<file path="src/rtl/core/plcv_pkg.sv">
// Package for the PMBus linear / single precision converter.
// Holds the channel item types, action codes, pipeline stage types and constants.
// No dependencies.
`default_nettype none

package plcv_pkg;

   typedef enum logic [1:0] {
      ACT_L11_DEC = 2'd0,
      ACT_L11_ENC = 2'd1,
      ACT_L16_DEC = 2'd2,
      ACT_L16_ENC = 2'd3
   } action_type;

   typedef struct packed {
      logic [1:0]  action;
      logic [31:0] operand;
   } req_type;

   typedef struct packed {
      logic [31:0] result;
      logic        range_error;
   } rsp_type;

   // classified operand, ahead of the alignment shift
   typedef struct packed {
      action_type         action;
      logic               sgn;
      logic               nan;
      logic               inf;
      logic               tiny;
      logic               big;
      logic [23:0]        mag;
      logic [4:0]         sh;
      logic signed [9:0]  ee;
   } stage2_type;

   // aligned operand, ahead of packing
   typedef struct packed {
      action_type         action;
      logic               sgn;
      logic               nan;
      logic               inf;
      logic               tiny;
      logic               big;
      logic [23:0]        t;
      logic               frac;
      logic [3:0]         lead;
      logic signed [9:0]  ee;
   } stage3_type;

   localparam logic [4:0]  L16_EXP_RESET = 5'd19;
   localparam logic [4:0]  L11_EXP_MAX   = 5'h0F;
   localparam logic [4:0]  L11_EXP_MIN   = 5'h10;
   localparam logic [10:0] L11_MANT_MAX  = 11'h3FF;
   localparam logic [10:0] L11_MANT_MIN  = 11'h400;
   localparam logic [15:0] L16_MANT_MAX  = 16'hFFFF;

endpackage

`default_nettype wire

</file>
<file path="src/rtl/core/pmbus_linear_float_converter.sv">
// Top level of the PMBus Linear11/Linear16 to single precision converter.
// Depends on plcv_pkg for item types, action codes and stage types.
//
//   channel   direction  handshake              payload
//   req       in         req_valid/req_ready    req_data  (action, operand)
//   rsp       out        rsp_valid/rsp_ready    rsp_data  (result, range_error)
//   csr       in         csr_wr_en              csr_wr_data (Linear16 exponent)
//
// Four register stages: input, classify, align shift, pack. One item per cycle
// is sustained while rsp_ready stays high.
// Each stage holds when the one after it is full and stalled; nothing drops.
// Synchronous reset empties the pipeline and sets the exponent to -13.
`default_nettype none

module pmbus_linear_float_converter
   import plcv_pkg::*;
(
   input  wire logic       clock,
   input  wire logic       reset,
   input  wire logic       req_valid,
   output      logic       req_ready,
   input  wire req_type    req_data,
   output      logic       rsp_valid,
   input  wire logic       rsp_ready,
   output      rsp_type    rsp_data,
   input  wire logic       csr_wr_en,
   input  wire logic [4:0] csr_wr_data
);

   logic [4:0] exp_code_ff;
   logic       v1_ff, v2_ff, v3_ff, vo_ff;
   logic       en1, en2, en3, eno;
   req_type    s1_ff;
   stage2_type s2_ff, s2_in;
   stage3_type s3_ff, s3_in;
   rsp_type    out_ff, out_in;
   action_type act_o_ff;

   // exponent register
   always_ff @(posedge clock) begin
      if (reset) begin
         exp_code_ff <= L16_EXP_RESET;
      end else if (csr_wr_en) begin
         exp_code_ff <= csr_wr_data;
      end
   end

   // advance a stage when its successor is empty or moving
   assign eno = !vo_ff || rsp_ready;
   assign en3 = !v3_ff || eno;
   assign en2 = !v2_ff || en3;
   assign en1 = !v1_ff || en2;
   assign req_ready = en1;

   always_ff @(posedge clock) begin
      if (reset) begin
         v1_ff <= 1'b0;
         v2_ff <= 1'b0;
         v3_ff <= 1'b0;
         vo_ff <= 1'b0;
      end else begin
         if (en1) v1_ff <= req_valid;
         if (en2) v2_ff <= v1_ff;
         if (en3) v3_ff <= v2_ff;
         if (eno) vo_ff <= v3_ff;
      end
   end

   always_ff @(posedge clock) begin
      if (en1) s1_ff <= req_data;
      if (en2) s2_ff <= s2_in;
      if (en3) s3_ff <= s3_in;
      if (eno) begin
         out_ff   <= out_in;
         act_o_ff <= s3_ff.action;
      end
   end

   // classify: split the operand and work out exponent and shift
   always_comb begin
      logic [7:0]        ex;
      logic [22:0]       fr;
      logic              pow2;
      logic signed [9:0] n16;
      logic signed [9:0] ec;
      logic signed [9:0] sfull;
      logic signed [9:0] ef;
      logic signed [9:0] r;
      logic signed [9:0] rs;
      logic [11:0]       mag12;
      ex    = s1_ff.operand[30:23];
      fr    = s1_ff.operand[22:0];
      pow2  = (fr == 23'd0);
      n16   = {{5{exp_code_ff[4]}}, exp_code_ff};
      s2_in = '0;
      s2_in.action = action_type'(s1_ff.action);
      s2_in.sgn  = s1_ff.operand[31];
      s2_in.nan  = (ex == 8'hFF) && !pow2;
      s2_in.inf  = (ex == 8'hFF) && pow2;
      s2_in.tiny = (ex == 8'd0);
      s2_in.mag  = {(ex != 8'd0), fr};
      ec    = $signed({2'b00, ex}) - 10'sd136 - $signed({9'd0, s1_ff.operand[31] & pow2});
      sfull = '0;
      ef    = '0;
      r     = '0;
      rs    = '0;
      mag12 = '0;
      unique case (action_type'(s1_ff.action))
         ACT_L11_ENC: begin
            if (ec < -10'sd16) ec = -10'sd16;
            sfull = ec - $signed({2'b00, ex}) + 10'sd150;
            s2_in.sh = (sfull > 10'sd31) ? 5'd31 : sfull[4:0];
            s2_in.ee = ec;
         end
         ACT_L16_ENC: begin
            ef = (ex == 8'd0) ? -10'sd149 : $signed({2'b00, ex}) - 10'sd150;
            r  = ef - n16;
            s2_in.big = (r >= 10'sd0);
            rs = -r;
            s2_in.sh = (s2_in.big || rs > 10'sd31) ? 5'd31 : rs[4:0];
         end
         ACT_L11_DEC: begin
            mag12 = s1_ff.operand[10] ? 12'd0 - {1'b1, s1_ff.operand[10:0]}
                                      : {1'b0, s1_ff.operand[10:0]};
            s2_in.sgn = s1_ff.operand[10];
            s2_in.mag = {12'd0, mag12};
            s2_in.sh  = 5'd0;
            s2_in.ee  = {{5{s1_ff.operand[15]}}, s1_ff.operand[15:11]};
         end
         ACT_L16_DEC: begin
            s2_in.sgn = 1'b0;
            s2_in.mag = {8'd0, s1_ff.operand[15:0]};
            s2_in.sh  = 5'd0;
            s2_in.ee  = n16;
         end
         default: s2_in.sh = 5'd0;
      endcase
   end

   // align: shift out fraction bits and find the leading one
   always_comb begin
      s3_in.action = s2_ff.action;
      s3_in.sgn    = s2_ff.sgn;
      s3_in.nan    = s2_ff.nan;
      s3_in.inf    = s2_ff.inf;
      s3_in.tiny   = s2_ff.tiny;
      s3_in.big    = s2_ff.big;
      s3_in.ee     = s2_ff.ee;
      s3_in.t      = s2_ff.mag >> s2_ff.sh;
      s3_in.frac   = |(s2_ff.mag & ~(24'hFFFFFF << s2_ff.sh));
      s3_in.lead   = 4'd0;
      for (int i = 0; i < 16; i++) begin
         if (s2_ff.mag[i]) s3_in.lead = 4'(i);
      end
   end

   // pack the result word
   always_comb begin
      logic signed [9:0] bexp;
      logic [23:0]       norm;
      logic              bump;
      logic signed [9:0] e11;
      logic [10:0]       m11;
      bexp = s3_ff.ee + $signed({6'd0, s3_ff.lead}) + 10'sd127;
      norm = {s3_ff.t[15:0], 8'd0} << (4'd15 - s3_ff.lead);
      bump = !s3_ff.sgn && (s3_ff.t[23:11] == 13'd0) && (s3_ff.t[10:0] == L11_MANT_MAX)
             && s3_ff.frac;
      e11  = s3_ff.ee + $signed({9'd0, bump});
      m11  = bump ? 11'd511 : s3_ff.t[10:0];
      m11  = s3_ff.sgn ? 11'd0 - m11 : m11;
      out_in = '0;
      unique case (s3_ff.action)
         ACT_L11_DEC, ACT_L16_DEC: begin
            if (s3_ff.t[15:0] != 16'd0) begin
               out_in.result = {s3_ff.sgn, bexp[7:0], norm[22:0]};
            end
         end
         ACT_L11_ENC: begin
            if (s3_ff.nan) begin
               out_in.range_error = 1'b1;
            end else if (s3_ff.inf || (!s3_ff.tiny && e11 > 10'sd15)) begin
               out_in.range_error = 1'b1;
               out_in.result = {16'd0, L11_EXP_MAX,
                                s3_ff.sgn ? L11_MANT_MIN : L11_MANT_MAX};
            end else if (s3_ff.tiny) begin
               out_in.result = {16'd0, L11_EXP_MIN, 11'd0};
            end else begin
               out_in.result = {16'd0, e11[4:0], m11};
            end
         end
         ACT_L16_ENC: begin
            if (s3_ff.nan) begin
               out_in.range_error = 1'b1;
            end else if (s3_ff.sgn) begin
               out_in.range_error = s3_ff.inf || s3_ff.big || (s3_ff.t != 24'd0);
            end else if (s3_ff.inf || s3_ff.big || (s3_ff.t[23:16] != 8'd0)) begin
               out_in.range_error = 1'b1;
               out_in.result = {16'd0, L16_MANT_MAX};
            end else begin
               out_in.result = {16'd0, s3_ff.t[15:0]};
            end
         end
         default: out_in = '0;
      endcase
   end

   assign rsp_valid = vo_ff;
   assign rsp_data  = out_ff;

`ifndef SYNTHESIS
   a_empty_after_reset: assert property (@(posedge clock) $past(reset) |-> !rsp_valid)
      else $error("pipeline not empty after reset");
   a_hold_stalled: assert property (@(posedge clock) disable iff (reset)
      rsp_valid && !rsp_ready |=> rsp_valid && $stable(rsp_data))
      else $error("stalled result changed");
   a_decode_no_error: assert property (@(posedge clock) disable iff (reset)
      vo_ff && (act_o_ff == ACT_L11_DEC || act_o_ff == ACT_L16_DEC) |-> !out_ff.range_error)
      else $error("range error on a decode");
   a_encode_upper_zero: assert property (@(posedge clock) disable iff (reset)
      vo_ff && (act_o_ff == ACT_L11_ENC || act_o_ff == ACT_L16_ENC)
      |-> out_ff.result[31:16] == 16'd0)
      else $error("encode result upper half not zero");
`endif

endmodule

`default_nettype wire
</file>
<file path="config.mk">
export PLATFORM = sky130hd
export DESIGN_NAME = pmbus_linear_float_converter
export DESIGN_NICKNAME = d
export VERILOG_FILES = /design/src/rtl/core/plcv_pkg.sv /design/src/rtl/core/pmbus_linear_float_converter.sv
export SDC_FILE = /design/constraint.sdc
export NUM_CORES = 1
export LEC_CHECK = 0
export BUFFER_PORTS_ARGS = -buffer_cell sky130_fd_sc_hd__buf_2
export CAP_MARGIN = 20
export CORE_ASPECT_RATIO = 1.2
export CORE_MARGIN = 1.5
export CORE_UTILIZATION = 66
export DETAILED_ROUTE_END_ITERATION = 16
export GPL_TIMING_DRIVEN = 0
export PLACE_DENSITY_LB_ADDON = 0.12
export REMOVE_ABC_BUFFERS = 1
export SYNTH_ARGS = -nofsm -noshare
export SYNTH_HDL_FRONTEND = slang
export SYNTH_SLANG_ARGS = --single-unit
export TNS_END_PERCENT = 100
</file>
<file path="constraint.sdc">
create_clock -name clock -period 10.5 [get_ports clock]
set_clock_uncertainty 0.1 [all_clocks]
set_input_delay 2.625 -clock clock [delete_from_list [all_inputs] [get_ports clock]]
set_output_delay 2.625 -clock clock [all_outputs]
set_load 0.02 [all_outputs]
</file>
* Word level (Yosys, flattened, before mapping)
Index checks and enable logic that the tools add are counted.
Operators by class: add/sub/neg operators 13, $mul 0, divide/modulo/power cells 0, order comparisons 5, equality and inequality tests 8, shift operators 3, muxes and demuxes 41, bitwise logic cells 3, reduce and logical (&&, ||, !) cells 37
Operators by type and width (number):
- $mux 32 | 3
- $pmux 32 s3 | 1
- $mux 16 | 4
- $pmux 24 s2 | 1
- $mux 11 | 3
- $mux 10 | 3
- $pmux 10 s3 | 1
- $and 24x24->24 | 1
- $mux 4 | 6
- $not 24->24 | 1
- $reduce_bool 24->1 | 1
- $reduce_or 24->1 | 1
- $shl 24x4->23 | 1
- $shl 24x5->24 const A | 1
- $shr 24x5->24 | 1
- $logic_not 23->1 | 1
- $gt 10x6->1 const B | 2
- $sub 8x8->9 const B | 2
- $reduce_bool 16->1 | 1
- $reduce_bool 8->1 | 2
- $pmux 5 s3 | 1
- $logic_not 13->1 | 1
- $mux 12 | 1
- $mux 3 | 4
- other kinds (31) | 66
Word-level totals: flip-flop bits (word level) 168, bits in latches 0, RAM bits 0, bits in read-only memories 0, memories 0

* Longest topological paths before layout
Gate-level depths: netlist (run 1).
depth after elaboration 14, depth in mapped cells 27, gate-level depth less buffers 27

* Least setup slack after synthesis (run 1)
Ideal clock, no wire load.
path type input port to output port, start input rsp_ready, end output req_ready, arrival 3.769 ns, data required time 7.775 ns, setup slack 4.006 ns, stages on the path 3, buffers on the path 0, path through nor2b_1 and3_1 nand2_1
Between the ends: word-level cells in the longest chain between the ends 4
Ends and longest elaborated chain:
- from (decl) | RTL line pmbus_linear_float_converter.sv:24 | input wire logic rsp_ready,
- $logic_or 1x1->1 | RTL line pmbus_linear_float_converter.sv:49 | assign eno = !vo_ff || rsp_ready;
- $logic_or 1x1->1 | RTL line pmbus_linear_float_converter.sv:50 | assign en3 = !v3_ff || eno;
- $logic_or 1x1->1 | RTL line pmbus_linear_float_converter.sv:51 | assign en2 = !v2_ff || en3;
- $logic_or 1x1->1 | RTL line pmbus_linear_float_converter.sv:52 | assign en1 = !v1_ff || en2;
- to (decl) | RTL line pmbus_linear_float_converter.sv:21 | output logic req_ready,
No other way between the ends.

* Worst setup path in the final report (run 1)
Same ends and word-level chain as after synthesis.

==> results of run 1 <==
## report_power, final
group	total [W]	internal, W	leakage, nW	switching [W]
Sequential	0.000927	0.000829	1.85	0.0000984
Combinational	0.000533	0.000227	2.71	0.000306
Clock	0.000619	0.000353	0.295	0.000267
## per-stage QoR
step | instance area [µm²] | cells | util | hold slack, ps
6_report | 11680 | 1299 | 0.7496 | 315.4
3_5_place_dp | 11050 | 1266 | 0.7093 | 304.5
2_1_floorplan | 10280 | 975 | - | 300.3
4_1_cts | 11650 | 1298 | 0.7478 | 316.2
3_3_place_gp | 10930 | 1261 | 0.7017 | 302.4
5_1_grt | 11680 | 1299 | 0.7496 | 323.6
## cells by family after synthesis
kind of cell | share of synthesized area
xor gates and xnor gates | 0.03672
buffers and inverters | 0.04471
adders and majority gates | 0.06653
muxes | 0.06761
DFF | 0.4722
and+or+nand+nor | 0.1605
AOI/OAI and AO/OA | 0.1518
## state kept, by name (all words and copies together) (netlist names), 5 cells and up
name / count
exp_code_ff: 5
rsp_data: 33
s3_ff: 46
s2_ff: 46
s1_ff: 34
## synthesized netlist by cell type (4+ instances only)
cell type  count
o21ai_0       61
ha_1          51
inv_1         65
or4_1         11
o22ai_1       13
dfxtp_1        9
nor2_1        93
o211ai_1      10
a221oi_1       6
edfxtp_1     159
a21oi_1       63
a22oi_1        5
nor4_1         9
a31oi_1        7
nor2b_1       25
nand2b_1       6
o2111ai_1      5
clkbuf_1      46
mux2i_1       36
a21o_1         7
xor2_1        15
nand4_1        6
nand2_1       77
mux4_2        11
o21a_1         4
o31ai_1        9
buf_2          6
nor3b_1        6
mux2_2         9
a211oi_1      19
nand3_1       22
or3_1          7
nor3_1        28
and2_1        19
and3_1        10
xnor2_1       29
## worst paths after layout
kind	depth (start not counted)	startpoint	slack, ps	end
min reg2reg	0	s2_ff[39]	320	s3_ff[39]
min	0	s2_ff[39]	320	s3_ff[39]
max	6	rsp_ready	3590	req_ready
max reg2reg	25	s1_ff[5]	4000	s2_ff[11]
## metal layers
layer | vias to the layer above | global-route usage | part of all wire
met3 | 66 | 0.02953 | 0.043
met2 | 322 | 0.4957 | 0.52
met5 | - | 0 | 0
met4 | 0 | 0.1438 | 0.032
li1 | 3929 | - | -
met1 | 3722 | 0.3293 | 0.41
## worst max-delay path, cell delays in order
cell     delay, ps
buf_2           90
nor2b_1        270
and3_1         290
nand2_1        390
buf_16         320
buf_2          170
## area by class of cell
type | count | area share
Clock buffer | 21 | 0.04318
Tap cell | 208 | 0.02229
Timing Repair Buffer | 84 | 0.04522
Inverter | 68 | 0.02186
Sequential cell | 168 | 0.4243
Multi-Input combinational cell | 739 | 0.4350
Clock inverter | 11 | 0.008144
==> run metrics, run 1 <==
outcome=finished clean; worst-skew pair later-pin latency=430 ps; dpl ws=3572 ps; commonest cells after routing, fill and taps aside=159 x edfxtp_1, 93 x nor2_1, 78 x buf_2; FMAX=144.8 MHz; initial antenna violation count=0; Post CTS Setup Buffer Count=0; TritonCTS Sinks=168; ANT cells=0; root buffer cell=clkbuf_16; GR Overflow Total=0; final setup TNS=0 ps; Rows=50; Area Growth Syn to Fin=11.27%; Post-synth EDFFs=159; asr flop ratio synth=0; core area=15580 µm²; DRC=0; Final Worst Setup Slack=3594 ps; total CTS buffers=17; post-synth top area share=0.4550; Worst EP arrival=4180 ps; final hold viol count=0; NumNets Final=1176; Avg WL per Cell=17.20 µm; gr usage total=0.2765; first-pass GRT wire length=36620 µm; antenna-violating nets left=0; Netlist cell types=75; setup violators final=0; Seq. cell area=4955 µm²; HPWL after DPL=16400 µm; Slew HR=0.3981; max-slew violation count=0; largest net degree at the start of global routing=47; Setup CP Type=in -> out; worst-margin pin slew=902.8 ps; CP required=7780 ps; TritonRoute pass-1 iters=6; CP endpoint kind=output port; routability congestion estimate=0.9555; Syn Area/Cell=10.19 µm²; Post-Synthesis Cells=1030; Die X=118.1 µm; vias in the first global route=7632; CTS tree=built; # fillers=1069; die area=16670 µm²; DR vias/cell=6.189; CTS resizes=0; Cell Area, Synth=10490 µm²; cts-stage hold buffer count=0; Clk pin slew, worst setup/hold paths=60 ps; Starting Density=0.6737; Synth Warn #=0; Worst Hold Class=reg -> reg; final wirelength=22340 µm; I/O Pins=79; Leakage=4.854 nW; area leader, netlist=edfxtp_1; I/O Buffers=78; RSZ-0062 raised after global routing=no; area occupied by multi-input gates=5079 µm²; crit-path max FO=26; 1st-iter DRT viols=783; max-cap viol count=0; sequential-to-total area share from yosys stat=0.4722; Top FF cell, synth=edfxtp_1; Synth area leaders=edfxtp_1 45%, ha_1 6.1%, mux2i_1 3.4%; Vias=8039; # H-tree levels=4; die height=141.1 µm; PD cells=178.1 nW/µm²; Tot Pwr=0.002079 W; part of the cycle the worst path needs=0.6578; post-synthesis register bit count=168; VDD IR max=129.0 µV; Tmin final=6906 ps; startpoint types=primary input; leading cell type in the layout, fill and taps excluded=edfxtp_1; clock buffer depth=2; layout cells sized above 1=0.1347
Power figures use the tool's default switching activity.
==> run 2, diff against run 1 <==
- CORE_UTILIZATION: 66 -> 61
- clock period: 10.5 -> 7 ns (I/O delays scaled with it)
==> run 2 against run 1 <==
- critical path depth is 19 higher
- setup slack worse by 3000 ps
- hold slack worse by 1.3 ps
- largest cell class unchanged
- cell count is 0.54% higher
- utilization is 5.6 points lower
- clock-buffer cell count is 2 higher
- sequential power is 50% higher
==> run metrics, run 2 (same netlist as run 1, synthesis figures left out) <==
cell mode on critical path=ha_1; max-cap viol count=0; NumNets Final=1175; I/O Buffers=78; I/O Pins=79; Starting Density=0.6227; Tmin final=6395 ps; largest registers=s2_ff x46, s3_ff x46, s1_ff x34; worst-margin pin slew=1063 ps; ANT cells=0; gr usage total=0.2561; part of the cycle the worst path needs=0.9136; CP required=7030 ps; initial antenna violation count=0; slowest stage delay, CP=570 ps; CP endpoint kind=flip-flop; leading cell type in the layout, fill and taps excluded=edfxtp_1; clock buffer depth=2; layout cells sized above 1=0.1330; total CTS buffers=17; crit-path max FO=12; Post-Route Utilization=0.6939; Vias=7961; CTS resizes=0; antenna-violating nets left=0; final hold viol count=0; core area=16850 µm²; DR vias/cell=6.096; root buffer cell=clkbuf_16; Die X=122.7 µm; Area after DPL=11050 µm²; 1st-iter DRT viols=708; commonest cells after routing, fill and taps aside=159 x edfxtp_1, 93 x nor2_1, 78 x buf_2; DRC=0; GR Overflow Total=0; Seq. cell area=4955 µm²; Clk pin slew, worst setup/hold paths=60 ps; Worst Hold Class=reg -> reg; Final Cell Area=11690 µm²; Buffers & Inverters on Critical Path=2; VDD IR max=230.3 µV; CTS tree=built; HPWL after DPL=16290 µm; Setup CP Type=reg -> reg; vias in the first global route=7487; TritonCTS Sinks=168; final wirelength=22000 µm; area occupied by multi-input gates=5079 µm²; hold depth=0; max-slew violation count=0; Post CTS Setup Buffer Count=0; setup violators final=0; RSZ-0062 raised after global routing=no; final setup TNS=0 ps; critical path's top delay family=simple AND/OR/NAND/NOR gates; cts-stage hold buffer count=0; Leakage=4.859 nW; PD cells=267.9 nW/µm²; largest net degree at the start of global routing=47; Avg WL per Cell=16.85 µm; # fillers=1283; die height=146.7 µm; Area Growth Syn to Fin=11.43%; startpoint types=flip-flop; FMAX=156.4 MHz; Rows=52; dpl cells=1273; CP max stage cell=or4_1; Worst EP arrival=6430 ps; TritonRoute pass-1 iters=6; Slew HR=0.2812; Reg2Reg Depth=25; die area=18000 µm²; routability congestion estimate=0.9610; Layout Cells excl Fill=1306; critical path depth=25; first-pass GRT wire length=36140 µm; outcome=finished clean; worst-skew pair later-pin latency=430 ps; # H-tree levels=4
[run 2: changes by cell type in the layout (fill, tap and decap cells not counted)]
cell	previous run	this run
clkinv_4	2	1
buf_4	1	0
inv_8	2	0
clkbuf_8	0	1
inv_4	2	3
bufinv_16	0	1
clkinvlp_4	1	0
clkbuf_1	1	2
[run 2: layout make-up]
type                            count  area share
Clock buffer                       23     0.04462
Clock inverter                      9    0.007918
Inverter                           68     0.02183
Multi-Input combinational cell    739      0.4343
Sequential cell                   168      0.4237
Tap cell                          216     0.02311
Timing Repair Buffer               83     0.04451
[run 2: power breakdown]
group | switching (W) | total, W | leakage [nW] | internal (W)
combinational | 0.000452 | 0.000791 | 2.71 | 0.000339
sequential | 0.000147 | 0.00139 | 1.85 | 0.00124
clock | 0.000383 | 0.000952 | 0.306 | 0.000569
[run 2: routing by layer]
metal	vias to the layer above	global-route usage	part of all wire
met2	268	0.4394	0.51
li1	3925	-	-
met4	0	0.1105	0.027
met5	-	0	0
met3	46	0.04805	0.044
met1	3722	0.3118	0.42
[run 2: path summary, 6_finish.rpt]
path,start,to,slack [ps]
worst max-delay path,s1_ff[5],s2_ff[14],600
worst min-delay path,s2_ff[39],s3_ff[39],310
worst max register to register,s1_ff[5],s2_ff[14],600
worst min register to register,s2_ff[39],s3_ff[39],310
[run 2: metrics by stage]
step                hold WS (ps)  setup slack (ps)  power [W]
floorplan                  300.3              1602   0.001949
global placement           302.4             841.2   0.002157
detailed placement         304.5             725.6   0.002186
CTS                        308.8             653.8   0.003141
global route               315.3             272.3   0.003301
finish                     314.1             604.9   0.003133
